==> src/bmsfc_pkg.sv <==
// ----------------------------------------------------------------------------
// bmsfc_pkg
// Shared types and constants of the battery-monitor reply frame checker.
// ----------------------------------------------------------------------------
package bmsfc_pkg;

  // Declared frame size is the length byte plus this overhead
  localparam logic [8:0] LEN_OVERHEAD = 9'd7;

  // Reset value of the expected byte count register
  localparam logic [5:0] EXP_BYTES_RST = 6'h22;

  // Fixed byte positions within a frame
  localparam int unsigned POS_SUM_FIRST = 2;
  localparam int unsigned POS_LEN       = 3;
  localparam int unsigned POS_FLD_FIRST = 4;
  localparam int unsigned POS_PROT_HI   = 20;
  localparam int unsigned POS_PROT_LO   = 21;
  localparam int unsigned POS_PERCENT   = 23;

  // Number of 16-bit captured fields, the last is the protection word
  localparam int unsigned N_FIELDS = 5;
  localparam int unsigned PROT_SLOT = 4;

  typedef enum logic [1:0] {
    STAT_OK    = 2'd0,
    STAT_COUNT = 2'd1,
    STAT_SIZE  = 2'd2,
    STAT_CSUM  = 2'd3
  } frame_status_e;

  typedef struct packed {
    logic [7:0] rx_byte;
    logic       frame_end;
  } rx_word_t;

  typedef struct packed {
    logic [1:0]  frame_status;
    logic [15:0] pack_voltage;
    logic [15:0] pack_current;
    logic [15:0] remaining_capacity;
    logic [15:0] nominal_capacity;
    logic [15:0] protection_status;
    logic [7:0]  charge_percent;
  } res_word_t;

  typedef logic [5:0] cfg_word_t;

endpackage

==> src/bmsfc_chan_if.sv <==
// ----------------------------------------------------------------------------
// bmsfc_chan_if
// Valid/ready channel carrying one payload word per handshake.
// ----------------------------------------------------------------------------
interface bmsfc_chan_if #(
  parameter type payload_t = logic
) ();
  logic     valid;
  logic     ready;
  payload_t payload;

  modport source (output valid, output payload, input ready);
  modport sink   (input valid, input payload, output ready);
endinterface

==> src/bmsfc_res_buf.sv <==
// ----------------------------------------------------------------------------
// bmsfc_res_buf
// Two-entry result buffer: output register plus skid register.
// ----------------------------------------------------------------------------
module bmsfc_res_buf (
  input  logic                 clk_i,
  input  logic                 rst_ni,
  input  logic                 push_i,
  input  bmsfc_pkg::res_word_t push_data_i,
  output logic                 space_o,
  bmsfc_chan_if.source         res_o
);

  logic                 main_v_q, main_v_d;
  logic                 skid_v_q, skid_v_d;
  bmsfc_pkg::res_word_t main_q, main_d;
  bmsfc_pkg::res_word_t skid_q, skid_d;
  logic                 pop;

  assign pop     = main_v_q && res_o.ready;
  // push only arrives while the skid slot is free
  assign space_o = !skid_v_q;

  always_comb begin
    main_v_d = main_v_q;
    skid_v_d = skid_v_q;
    main_d   = main_q;
    skid_d   = skid_q;
    if (pop || !main_v_q) begin
      if (skid_v_q) begin
        main_v_d = 1'b1;
        main_d   = skid_q;
        skid_v_d = 1'b0;
      end else if (push_i) begin
        main_v_d = 1'b1;
        main_d   = push_data_i;
      end else begin
        main_v_d = 1'b0;
      end
    end else if (push_i) begin
      skid_v_d = 1'b1;
      skid_d   = push_data_i;
    end
  end

  always_ff @(posedge clk_i or negedge rst_ni) begin
    if (!rst_ni) begin
      main_v_q <= 1'b0;
      skid_v_q <= 1'b0;
    end else begin
      main_v_q <= main_v_d;
      skid_v_q <= skid_v_d;
    end
  end

  always_ff @(posedge clk_i) begin
    main_q <= main_d;
    skid_q <= skid_d;
  end

  assign res_o.valid   = main_v_q;
  assign res_o.payload = main_q;

endmodule

==> src/flat_wrapper.sv <==
// flat-port wrapper written by rule: the top's interface ports become plain ports
module bmsfc_res_buf_flat 
  (clk_i, rst_ni, push_i, push_data_i, space_o, res_o_valid, res_o_payload, res_o_ready);
  bmsfc_chan_if res_o_i ();
  input  logic clk_i;
  input  logic rst_ni;
  input  logic push_i;
  input  bmsfc_pkg::res_word_t push_data_i;
  output logic space_o;
  output wire logic [$bits(res_o_i.valid)-1:0] res_o_valid;
  output wire logic [$bits(res_o_i.payload)-1:0] res_o_payload;
  input wire logic [$bits(res_o_i.ready)-1:0] res_o_ready;
  assign res_o_valid = res_o_i.valid;
  assign res_o_payload = res_o_i.payload;
  assign res_o_i.ready = res_o_ready;
  bmsfc_res_buf u_core (.clk_i(clk_i), .rst_ni(rst_ni), .push_i(push_i), .push_data_i(push_data_i), .space_o(space_o), .res_o(res_o_i));
endmodule
==> config.mk <==
export PLATFORM = sky130hd
export DESIGN_NAME = bmsfc_res_buf_flat
export DESIGN_NICKNAME = d
export VERILOG_FILES = /design/src/bmsfc_pkg.sv /design/src/bmsfc_chan_if.sv /design/src/bmsfc_res_buf.sv /design/src/flat_wrapper.sv
export SDC_FILE = /design/constraint.sdc
export NUM_CORES = 1
export LEC_CHECK = 0
export ABC_AREA = 1
export BUFFER_PORTS_ARGS = -buffer_cell sky130_fd_sc_hd__buf_2
export CAP_MARGIN = 20
export CORE_AREA = 2 2 42 44
export CTS_BUF_LIST = sky130_fd_sc_hd__clkbuf_8
export DETAILED_ROUTE_END_ITERATION = 10
export DIE_AREA = 0 0 44 46
export HOLD_SLACK_MARGIN = 0.03
export PLACE_DENSITY = 0.77
export SLEW_MARGIN = 20
export SYNTH_ARGS = -nofsm -noshare
export SYNTH_HDL_FRONTEND = slang
export SYNTH_SLANG_ARGS = --single-unit
==> constraint.sdc <==
create_clock -name clk_i -period 1.15 [get_ports clk_i]
set_input_delay 0.115 -clock clk_i [delete_from_list [all_inputs] [get_ports clk_i]]
set_output_delay 0.115 -clock clk_i [all_outputs]
set_load 0.02 [all_outputs]
==> results of run 1 <==
-- stage by stage --
| step | setup slack, ns | util | total power, W | cells |
|---|---|---|---|---|
| after global placement | 0.289 | 0.137 | 0.000219 | 42 |
| after CTS | 0.195 | 0.171 | 0.000531 | 47 |
| after floorplan | 0.202 | - | 0.000198 | 18 |
| final | 0.204 | 0.171 | 0.000519 | 47 |
| after detailed placement | 0.289 | 0.137 | 0.000220 | 42 |
| after global routing | 0.169 | 0.171 | 0.000548 | 47 |
-- layer usage --
metal | vias up | global-route usage | wire, microns
li1 | 76 | - | -
met1 | 58 | 0.0310 | 130
met4 | 0 | 0.0545 | 0
met3 | 0 | 0.0238 | 29
met5 | - | 0 | 0
met2 | 7 | 0.0588 | 180
-- state kept, by name, summed over array words and instances (netlist names) --
signal                count
u_core.res_o.payload      1
u_core.res_o.valid        1
u_core.skid_v_q           1
u_core.skid_q             1
-- report_power, final --
group | switching, W | total [W] | leakage [nW] | internal (W)
sequential | 0.00000554 | 0.000169 | 0.0422 | 0.000164
combinational | 0.0000309 | 0.0000508 | 0.0749 | 0.0000199
clock | 0.0000719 | 0.000299 | 0.0269 | 0.000227
-- kinds of logic (layout without fill, tap and decap cells) --
kind of cell / count (synthesis) / in the layout / synth area share
buffers and inverters: 4 / 16 / 0.0909
flip-flops: 4 / 4 / 0.667
AND/OR/NAND/NOR: 10 / 10 / 0.242
-- repair_timing --
item	4_1_cts	5_1_grt
resized for setup	0	0
hold endpoints to repair	2	0
hold buffers	1	0
endpoints found under the setup margin	0	0
-- Yosys cell counts --
| cell type | instances |
|---|---|
| nand2_1 | 5 |
| inv_1 | 4 |
| nor2_1 | 4 |
| dfrtp_1 | 2 |
| edfxtp_1 | 2 |
| nor2_2 | 1 |
-- layout make-up --
type	count	area, sq um	share of cell area
repair buffers	8	45.0	0.163
inverters	4	15.0	0.0543
multi-input cells	10	40.0	0.145
clock buffers	3	41.3	0.149
well taps	17	21.3	0.0769
flip-flops and latches	4	110	0.398
clock inverters	1	3.75	0.0136
-- worst max-delay path, delay by kind of cell (launching register included) --
kind                   cells  cell delay, ns
DFF                        1            0.39
buffers and inverters      2            0.23
-- path summary, 6_finish.rpt --
kind | depth (start not counted) | from | end | slack [ns]
max | 2 | u_core.skid_v_q$_DFFE_PN0P_ | space_o | 0.20
min | 1 | push_data_i[0] | u_core.skid_q[0]$_DFFE_PP_ | 0.11
max reg2reg | 3 | u_core.res_o.valid$_DFFE_PN0P_ | u_core.res_o.payload$_DFFE_PP_ | 0.30
min reg2reg | 2 | u_core.skid_v_q$_DFFE_PN0P_ | u_core.res_o.valid$_DFFE_PN0P_ | 0.52
max in group asynchronous | 2 | rst_ni | u_core.res_o.valid$_DFFE_PN0P_ | 0.83
min in group asynchronous | 2 | rst_ni | u_core.skid_v_q$_DFFE_PN0P_ | 0.22
-- cells in the final DEF, fill, tap and decap left out --
| cell type | Yosys | routed |
|---|---|---|
| buf_2 | 0 | 7 |
| clkbuf_8 | 0 | 3 |
| dfrtp_1 | 2 | 2 |
| dlygate4sd3_1 | 0 | 1 |
| edfxtp_1 | 2 | 2 |
| inv_1 | 4 | 5 |
| nand2_1 | 5 | 5 |
| nor2_1 | 4 | 4 |
| nor2_2 | 1 | 1 |
==> results_dict.tcl, run 1 <==
set metrics [dict create \
    synthCells 18 \
    max_freq_mhz 1060 \
    drive_gt1_frac 0.367 \
    num_vias 141 \
    syn_nets 112 \
    die-area_sq_um 2020 \
    cp.required_ns 1.03 \
    cap_violations 0 \
    fill_cells 182 \
    dpl_cell_area_sq_um 221 \
    initial_utilization 0.102 \
    grt_overflow 0 \
    clock_sinks 4 \
    yosys_warnings 0 \
    slew_viol_final 0 \
    synth_cell_types 6 \
    worst_pin_slew_ns 0.121 \
    cp_slowest_cell "dfrtp_1" \
    wl_per_cell_microns 7.23 \
    dieWidth_microns 44 \
    cts_tree "yes" \
    ir_drop_v 0.000644 \
    max_stage_delay_ns 0.39 \
    clk_latency_ns 0.22 \
    rsz0062_at_grt "false" \
    die_h_microns 46 \
    clk_pin_slew_ns 0.03 \
    start_kind "flip-flop" \
    crit_arrival_ns 0.83 \
    diodes 0 \
    routabilityCongestion 0.582 \
    critical_path.max_fanout 3 \
    firstDrtPassIters 3 \
    antenna_found_initial 0 \
    power_per_cell_area_nw_per_um2 1880 \
    maxSlewHeadroom 0.919 \
    grt_pass1_wl_microns 510 \
    nNetsFinal 125 \
    avgSynthCellArea_sq_um 9.18 \
    drt_iter0_drc 2 \
    post_cts_buffers 0 \
    numCtsBuffers 3 \
    wl_microns 340 \
    final_area_sq_um 277 \
    ant_nets 0 \
    cts_buffer_depth 2 \
    cts_root_buf "clkbuf_8" \
    htreeDepth 1 \
    post-synth-top-area-cell "edfxtp_1" \
    crit_path_end_kind "output port" \
    hold_class "in -> reg" \
    area_growth_pct 67.4 \
    portBuffers 7 \
    vias_per_cell 3.00 \
    outcome "finished, final reports clean" \
    setup_tns_ns 0 \
    fin_crit_ns 0.946 \
    setup_viol 0 \
    fin_skew_ns 0.00518 \
    ios 97 \
    grt_use_total 0.0396 \
    drcViolationCount 0 \
    seq_area_frac_synth 0.667 \
    timing_worst_setup_path_type "reg -> out" \
    hold_slack_ns 0.107 \
    first_global_vias 145 \
    hold_viol_final 0 \
    period_share 0.822 \
    ys_ff_latch 4 \
    num_rows 15 \
    synth_area_leaders "edfxtp_1 (36%), dfrtp_1 (30%), nand2_1 (11%), inv_1 (9.1%), nor2_1 (9.1%)" \
    synth_top_area_share 0.364 \
    grt_start_max_net_pins 4 \
    core_sq_um 1610 \
    synth_area_sq_um 165 \
    p_leak_nw 0.144 \
    crit_chain "inv_1, buf_2" \
]
No activity file was read; power rests on OpenSTA's default activity.
==> inputs of run 2 (changes only) <==
- ABC_AREA: 1 -> 0
- CORE_AREA: 2 2 42 44 -> 2 2 45 47
- DIE_AREA: 0 0 44 46 -> 0 0 47 49
- PLACE_DENSITY: 0.77 -> 0.71
- clock period: 1.15 -> 0.8 ns (I/O delays scaled with it)
==> run 2 against run 1 <==
Highest routed layer unchanged. Critical path depth up 1. First-iteration DRC count rose to 3.0 times the previous value. Core utilization up 1.9 points. Sequential cell count unchanged. Sequential share of layout area down 8.0 points. Critical endpoint unchanged. Final cell count up 15%. The run now ends with setup timing left. Clock-buffer cell count unchanged. Sequential power up 46%. Combinational power up 140%.
==> results_dict.tcl, run 2 <==
set metrics [dict create \
    die-area_sq_um 2300 \
    synthCells 13 \
    cap_violations 0 \
    ant_nets 0 \
    dpl_cell_area_sq_um 250 \
    routabilityCongestion 0.663 \
    grt_use_total 0.0500 \
    period_share 1.22 \
    cp_slowest_cell "dfrtp_1" \
    drive_gt1_frac 0.704 \
    wl_microns 459 \
    p_sw_frac 0.223 \
    synth_cell_types 8 \
    max_stage_delay_ns 0.39 \
    yosysMostFrequentCell "nor2_1" \
    portBuffers 7 \
    cts_root_buf "clkbuf_8" \
    maxSlewHeadroom 0.904 \
    async_reset_ff_frac 0.500 \
    synthTopCellsByCount "nor2_1 (3), dfrtp_1 (2), edfxtp_1 (2), inv_1 (2)" \
    final_area_sq_um 350 \
    cp.required_ns 0.72 \
    setup_viol 7 \
    firstDrtPassIters 2 \
    htreeDepth 1 \
    numCtsBuffers 3 \
    power_w 0.000812 \
    path_depth 3 \
    die_h_microns 49 \
    yosys_warnings 0 \
    worst_pin_slew_ns 0.143 \
    first_global_vias 188 \
    fill_cells 218 \
    worst_hold_path.num_cells 1 \
    start_kind "flip-flop" \
    combinationalPowerShare 0.152 \
    synthMuxAreaShare 0.0889 \
    clk_latency_ns 0.22 \
    ir_drop_v 0.000885 \
    crit_path_end_kind "output port" \
    drcViolationCount 0 \
    antenna_found_initial 0 \
    num_rows 16 \
    hold_class "in -> reg" \
    synthAdderAreaFrac 0 \
    synth_compound_area_frac 0.0444 \
    initial_utilization 0.0917 \
    num_vias 147 \
    power_per_cell_area_nw_per_um2 2320 \
    grt_overflow 0 \
    syn_nets 107 \
    fin_crit_ns 0.978 \
    grt_pass1_wl_microns 765 \
    r2r-start "u_core.res_o.valid$_DFFE_PN0P_" \
    p_leak_nw 0.155 \
    hold_viol_final 0 \
    nNetsFinal 122 \
    seq_area_frac_synth 0.652 \
    cts_tree "yes" \
    intPower_w 0.000631 \
    synth_enable_flop_cells 2 \
    dieWidth_microns 47 \
    crit_arrival_ns 0.90 \
    switchingPower_w 0.000181 \
    clk_pin_slew_ns 0.04 \
    synth_area_sq_um 169 \
    synth_area_leaders "edfxtp_1 (36%), dfrtp_1 (30%), mux2_4 (8.9%), nand2b_4 (8.1%), nor2_1 (6.7%)" \
    core_sq_um 1840 \
    avgSynthCellArea_sq_um 13.0 \
    synth_top_family_by_area "simple AND/OR/NAND/NOR gates" \
    setup_ws_ns -0.178 \
    drt_iter0_drc 6 \
    seqPwrFrac 0.304 \
    synth-simple-area-share 0.170 \
    max_freq_mhz 1020 \
    crit_family "flip-flops" \
    synth_top_area_share 0.356 \
    clock_sinks 4 \
    slew_viol_final 0 \
    crit_chain "inv_2, buf_6, buf_6" \
    ys_ff_latch 4 \
    grt_start_max_net_pins 5 \
    critical_path.max_fanout 3 \
    diodes 0 \
    violations "setup timing" \
    setup_tns_ns -0.596 \
    outcome "finished, violations left" \
    hold_slack_ns 0.0590 \
    timing_worst_setup_path_type "reg -> out" \
    area_growth_pct 107 \
    p_clk_frac 0.544 \
    post-synth-top-area-cell "edfxtp_1" \
    ff2ff_path_depth 2 \
    ios 97 \
    synth-xor-area-share 0 \
    ys.flop_type "edfxtp_1" \
    fin_skew_ns 0.00550 \
    final_cell_mix "buf_2 (4), buf_6 (4), clkbuf_8 (3)" \
    cp_common_cell "buf_6" \
    cts_buffer_depth 2 \
    rsz0062_at_grt "true" \
    critPathLaunch "u_core.skid_v_q$_DFFE_PN0P_" \
    vias_per_cell 2.72 \
    wl_per_cell_microns 8.50 \
    cp.buffers_inverters 3 \
    worstHoldStart "push_data_i[0]" \
]
-- run 2: power by group through the flow --
stage / clock [W] / combinational (W) / sequential [W]
after global routing: 0.000456 / 0.000134 / 0.000249
after global placement: 0 / 0.0000809 / 0.000246
after CTS: 0.000445 / 0.000118 / 0.000246
final: 0.000442 / 0.000123 / 0.000247
after floorplan: 0 / 0.0000375 / 0.000257
after detailed placement: 0 / 0.0000832 / 0.000247
-- run 2: what timing repair did --
item | CTS | global route
hold buffers | 1 | 0
pin swaps | 1 | 0
gates resized for setup | 10 | 2
hold endpoints to repair | 2 | 0
setup endpoints to repair | 6 | 8
buffers inserted | 1 | 0
-- run 2: kinds of logic (layout without fill, tap and decap cells) --
kind of cell / after synthesis / count (layout)
DFF: 4 / 4
buffers and inverters: 2 / 16
and+or+nand+nor: 5 / 5
muxes: 1 / 1
AOI/OAI and AO/OA: 1 / 1
-- run 2: worst register-to-register path: stages, from the launching register on --
cell and delay (ns):
dfrtp_2 0.41, nand2b_4 0.10, a21boi_2 0.17
-- run 2: through the flow --
step,utilization,worst slack [ns],instances
final,0.190,-0.178,54
after global routing,0.190,-0.222,54
after CTS,0.187,-0.183,54
after detailed placement,0.136,-0.152,48
after global placement,0.136,-0.129,48
after floorplan,-,-0.175,13
-- run 2: worst paths after layout --
path / to / slack, ns
max: space_o / -0.18
max in group asynchronous: u_core.res_o.valid$_DFFE_PN0P_ / 0.51
min reg2reg: u_core.res_o.valid$_DFFE_PN0P_ / 0.55
min in group asynchronous: u_core.skid_v_q$_DFFE_PN0P_ / 0.18
min: u_core.skid_q[0]$_DFFE_PP_ / 0.06
max reg2reg: u_core.res_o.payload$_DFFE_PP_ / -0.17
-- run 2: layer usage --
layer / track usage / part of all wire / vias to the layer above
met5: 0 / 0 / -
li1: - / - / 69
met4: 0.0278 / 0 / 0
met3: 0.0481 / 0.16 / 0
met1: 0.0430 / 0.34 / 68
met2: 0.0731 / 0.50 / 10
-- run 2: cell type report --
cell class / instances / area [sq um] / share of cell area
clock buffers: 3 / 41.3 / 0.118
well taps: 27 / 33.8 / 0.0964
inverters: 2 / 7.51 / 0.0214
flip-flops and latches: 4 / 111 / 0.318
repair buffers: 10 / 82.6 / 0.236
multi-input cells: 7 / 70.1 / 0.200
clock inverters: 1 / 3.75 / 0.0107
==> inputs of run 3 (changes only) <==
- CORE_AREA: 2 2 45 47 -> 2 2 43 45
- DIE_AREA: 0 0 47 49 -> 0 0 45 47
- PLACE_DENSITY: 0.71 -> 0.74
- clock period: 0.8 -> 0.9 ns (I/O delays scaled with it)
==> run 3 against run 2 <==
Clock-buffer cell count unchanged. Clock skew down 0.00059 ns. Core utilization decreased by 0.31 points. The flow still finishes with violations (setup timing). Sequential cell count did not move.
==> results_dict.tcl, run 3 (synthesized netlist as in run 2, its figures left out) <==
set metrics [dict create \
    wl_met1_microns 96 \
    wl_per_cell_microns 7.91 \
    top_layer "met3" \
    violations "setup timing" \
    ant_nets 0 \
    cts_tree "yes" \
    diodes 0 \
    wl_met3_microns 47 \
    final_common_cell "buf_2" \
    final_cell_mix "buf_2 (6), clkbuf_8 (3)" \
    portBuffers 7 \
    first_global_vias 132 \
    ios 97 \
    hold_viol_final 0 \
    initial_utilization 0.102 \
    cts_root_buf "clkbuf_8" \
    clk_latency_ns 0.22 \
    cp.required_ns 0.86 \
    crit_path_end_kind "flip-flop" \
    grt_pass1_wl_microns 476 \
    final_core_util 0.187 \
    htreeDepth 1 \
    rsz0062_at_grt "true" \
    outcome "finished, violations left" \
    ir_drop_v 0.000909 \
    cp_slowest_cell "dfrtp_1" \
    start_kind "flip-flop" \
    worst_hold_path.num_cells 1 \
    fin_crit_ns 0.956 \
    drive_gt1_frac 0.667 \
    timing.rr.end "u_core.res_o.payload$_DFFE_PP_" \
    clk_pin_slew_ns 0.03 \
    clock_sinks 4 \
    holdPathEnd "u_core.skid_q[0]$_DFFE_PP_" \
    met2WireLength_microns 204 \
    p_leak_nw 0.146 \
    cp.buffers_inverters 0 \
    crit_chain "mux2_4" \
    worst_pin_slew_ns 0.181 \
    antenna_found_initial 0 \
    crit_family "flip-flops" \
    maxSlewHeadroom 0.879 \
    die_h_microns 47 \
    cts_buffer_depth 2 \
    max_stage_delay_ns 0.40 \
    critical_path.max_fanout 3 \
    r2r_setup_slack_ns -0.06 \
    setup_tns_ns -0.0819 \
    critPathLaunch "u_core.skid_v_q$_DFFE_PN0P_" \
    place_inst 38 \
    period_share 1.06 \
    die-area_sq_um 2120 \
    worstHoldStart "push_data_i[0]" \
    numCtsBuffers 3 \
    vias_per_cell 3.27 \
    max_freq_mhz 1050 \
    area_growth_pct 83.0 \
    num_vias 144 \
    setup_viol 3 \
    nNetsFinal 122 \
    num_rows 15 \
    grt_use_total 0.0392 \
    dieWidth_microns 45 \
    drt_iter0_drc 2 \
    wl_microns 348 \
    slew_viol_final 0 \
    drcViolationCount 0 \
    power_per_cell_area_nw_per_um2 2230 \
    r2r-start "u_core.skid_v_q$_DFFE_PN0P_" \
    setup_ws_ns -0.0562 \
    crit_arrival_ns 0.92 \
    grt_overflow 0 \
    routabilityCongestion 0.425 \
    hold_class "in -> reg" \
    fin_skew_ns 0.00490 \
    grt_start_max_net_pins 4 \
    firstDrtPassIters 2 \
    ff2ff_path_depth 1 \
    timing_worst_setup_path_type "reg -> reg" \
    finalNonFillerCells 44 \
    cap_violations 0 \
    core_sq_um 1650 \
]
==> run 3: cell count changes in the layout (fill, tap and decap cells not counted) <==
| cell | previous run | this run |
|---|---|---|
| buf_2 | 4 | 6 |
| buf_4 | 1 | 2 |
| buf_6 | 4 | 1 |
| nor2_1 | 1 | 2 |
| nor2_2 | 0 | 1 |
| nor2_4 | 2 | 0 |
==> run 3: how the worst max path moves through the flow <==
stage / to / cells after the start
CTS: space_o / 2
finish: u_core.res_o.payload$_DFFE_PP_ / 1
floorplan: u_core.res_o.payload$_DFFE_PP_ / 2
detailed placement: u_core.res_o.payload$_DFFE_PP_ / 1
global placement: u_core.res_o.payload$_DFFE_PP_ / 1
global route: u_core.res_o.payload$_DFFE_PP_ / 1
==> run 3: cell type report <==
cell class,instances,area (sq um)
clock inverters,1,3.75
fillers,194,1340
repair buffers,10,66.3
inverters,2,7.51
multi-input cells,7,57.6
well taps,17,21.3
flip-flops and latches,4,111
clock buffers,3,41.3
==> run 3: repair_timing <==
| item | CTS | global route |
|---|---|---|
| endpoints found under the setup margin | 3 | 4 |
| pin swaps | 0 | 0 |
| endpoints found under the hold margin | 2 | 0 |
| buffers inserted | 1 | 0 |
| resized for setup | 1 | 3 |
| hold buffers | 1 | 0 |
==> run 3: routing by layer <==
| metal | vias to the layer above | GRT usage |
|---|---|---|
| met2 | 5 | 0.0514 |
| li1 | 71 | - |
| met4 | 0 | 0.0176 |
| met3 | 0 | 0.0615 |
| met1 | 68 | 0.0278 |
| met5 | - | 0 |
==> run 3: per-stage QoR <==
step	worst slack, ns	instance area [sq um]	hold WS [ns]	power [W]
2_1_floorplan	-0.0753	174	-0.206	0.000262
3_3_place_gp	-0.0352	238	-0.126	0.000289
3_5_place_dp	-0.0481	238	-0.121	0.000293
4_1_cts	-0.0545	303	0.0665	0.000695
5_1_grt	-0.0637	309	0.0616	0.000728
6_report	-0.0562	309	0.0673	0.000689
==> run 3: report_power, final <==
group | switching (W) | internal [W]
combinational | 0.0000402 | 0.0000470
sequential | 0.00000915 | 0.000209
clock | 0.0000926 | 0.000291
total | 0.000142 | 0.000547
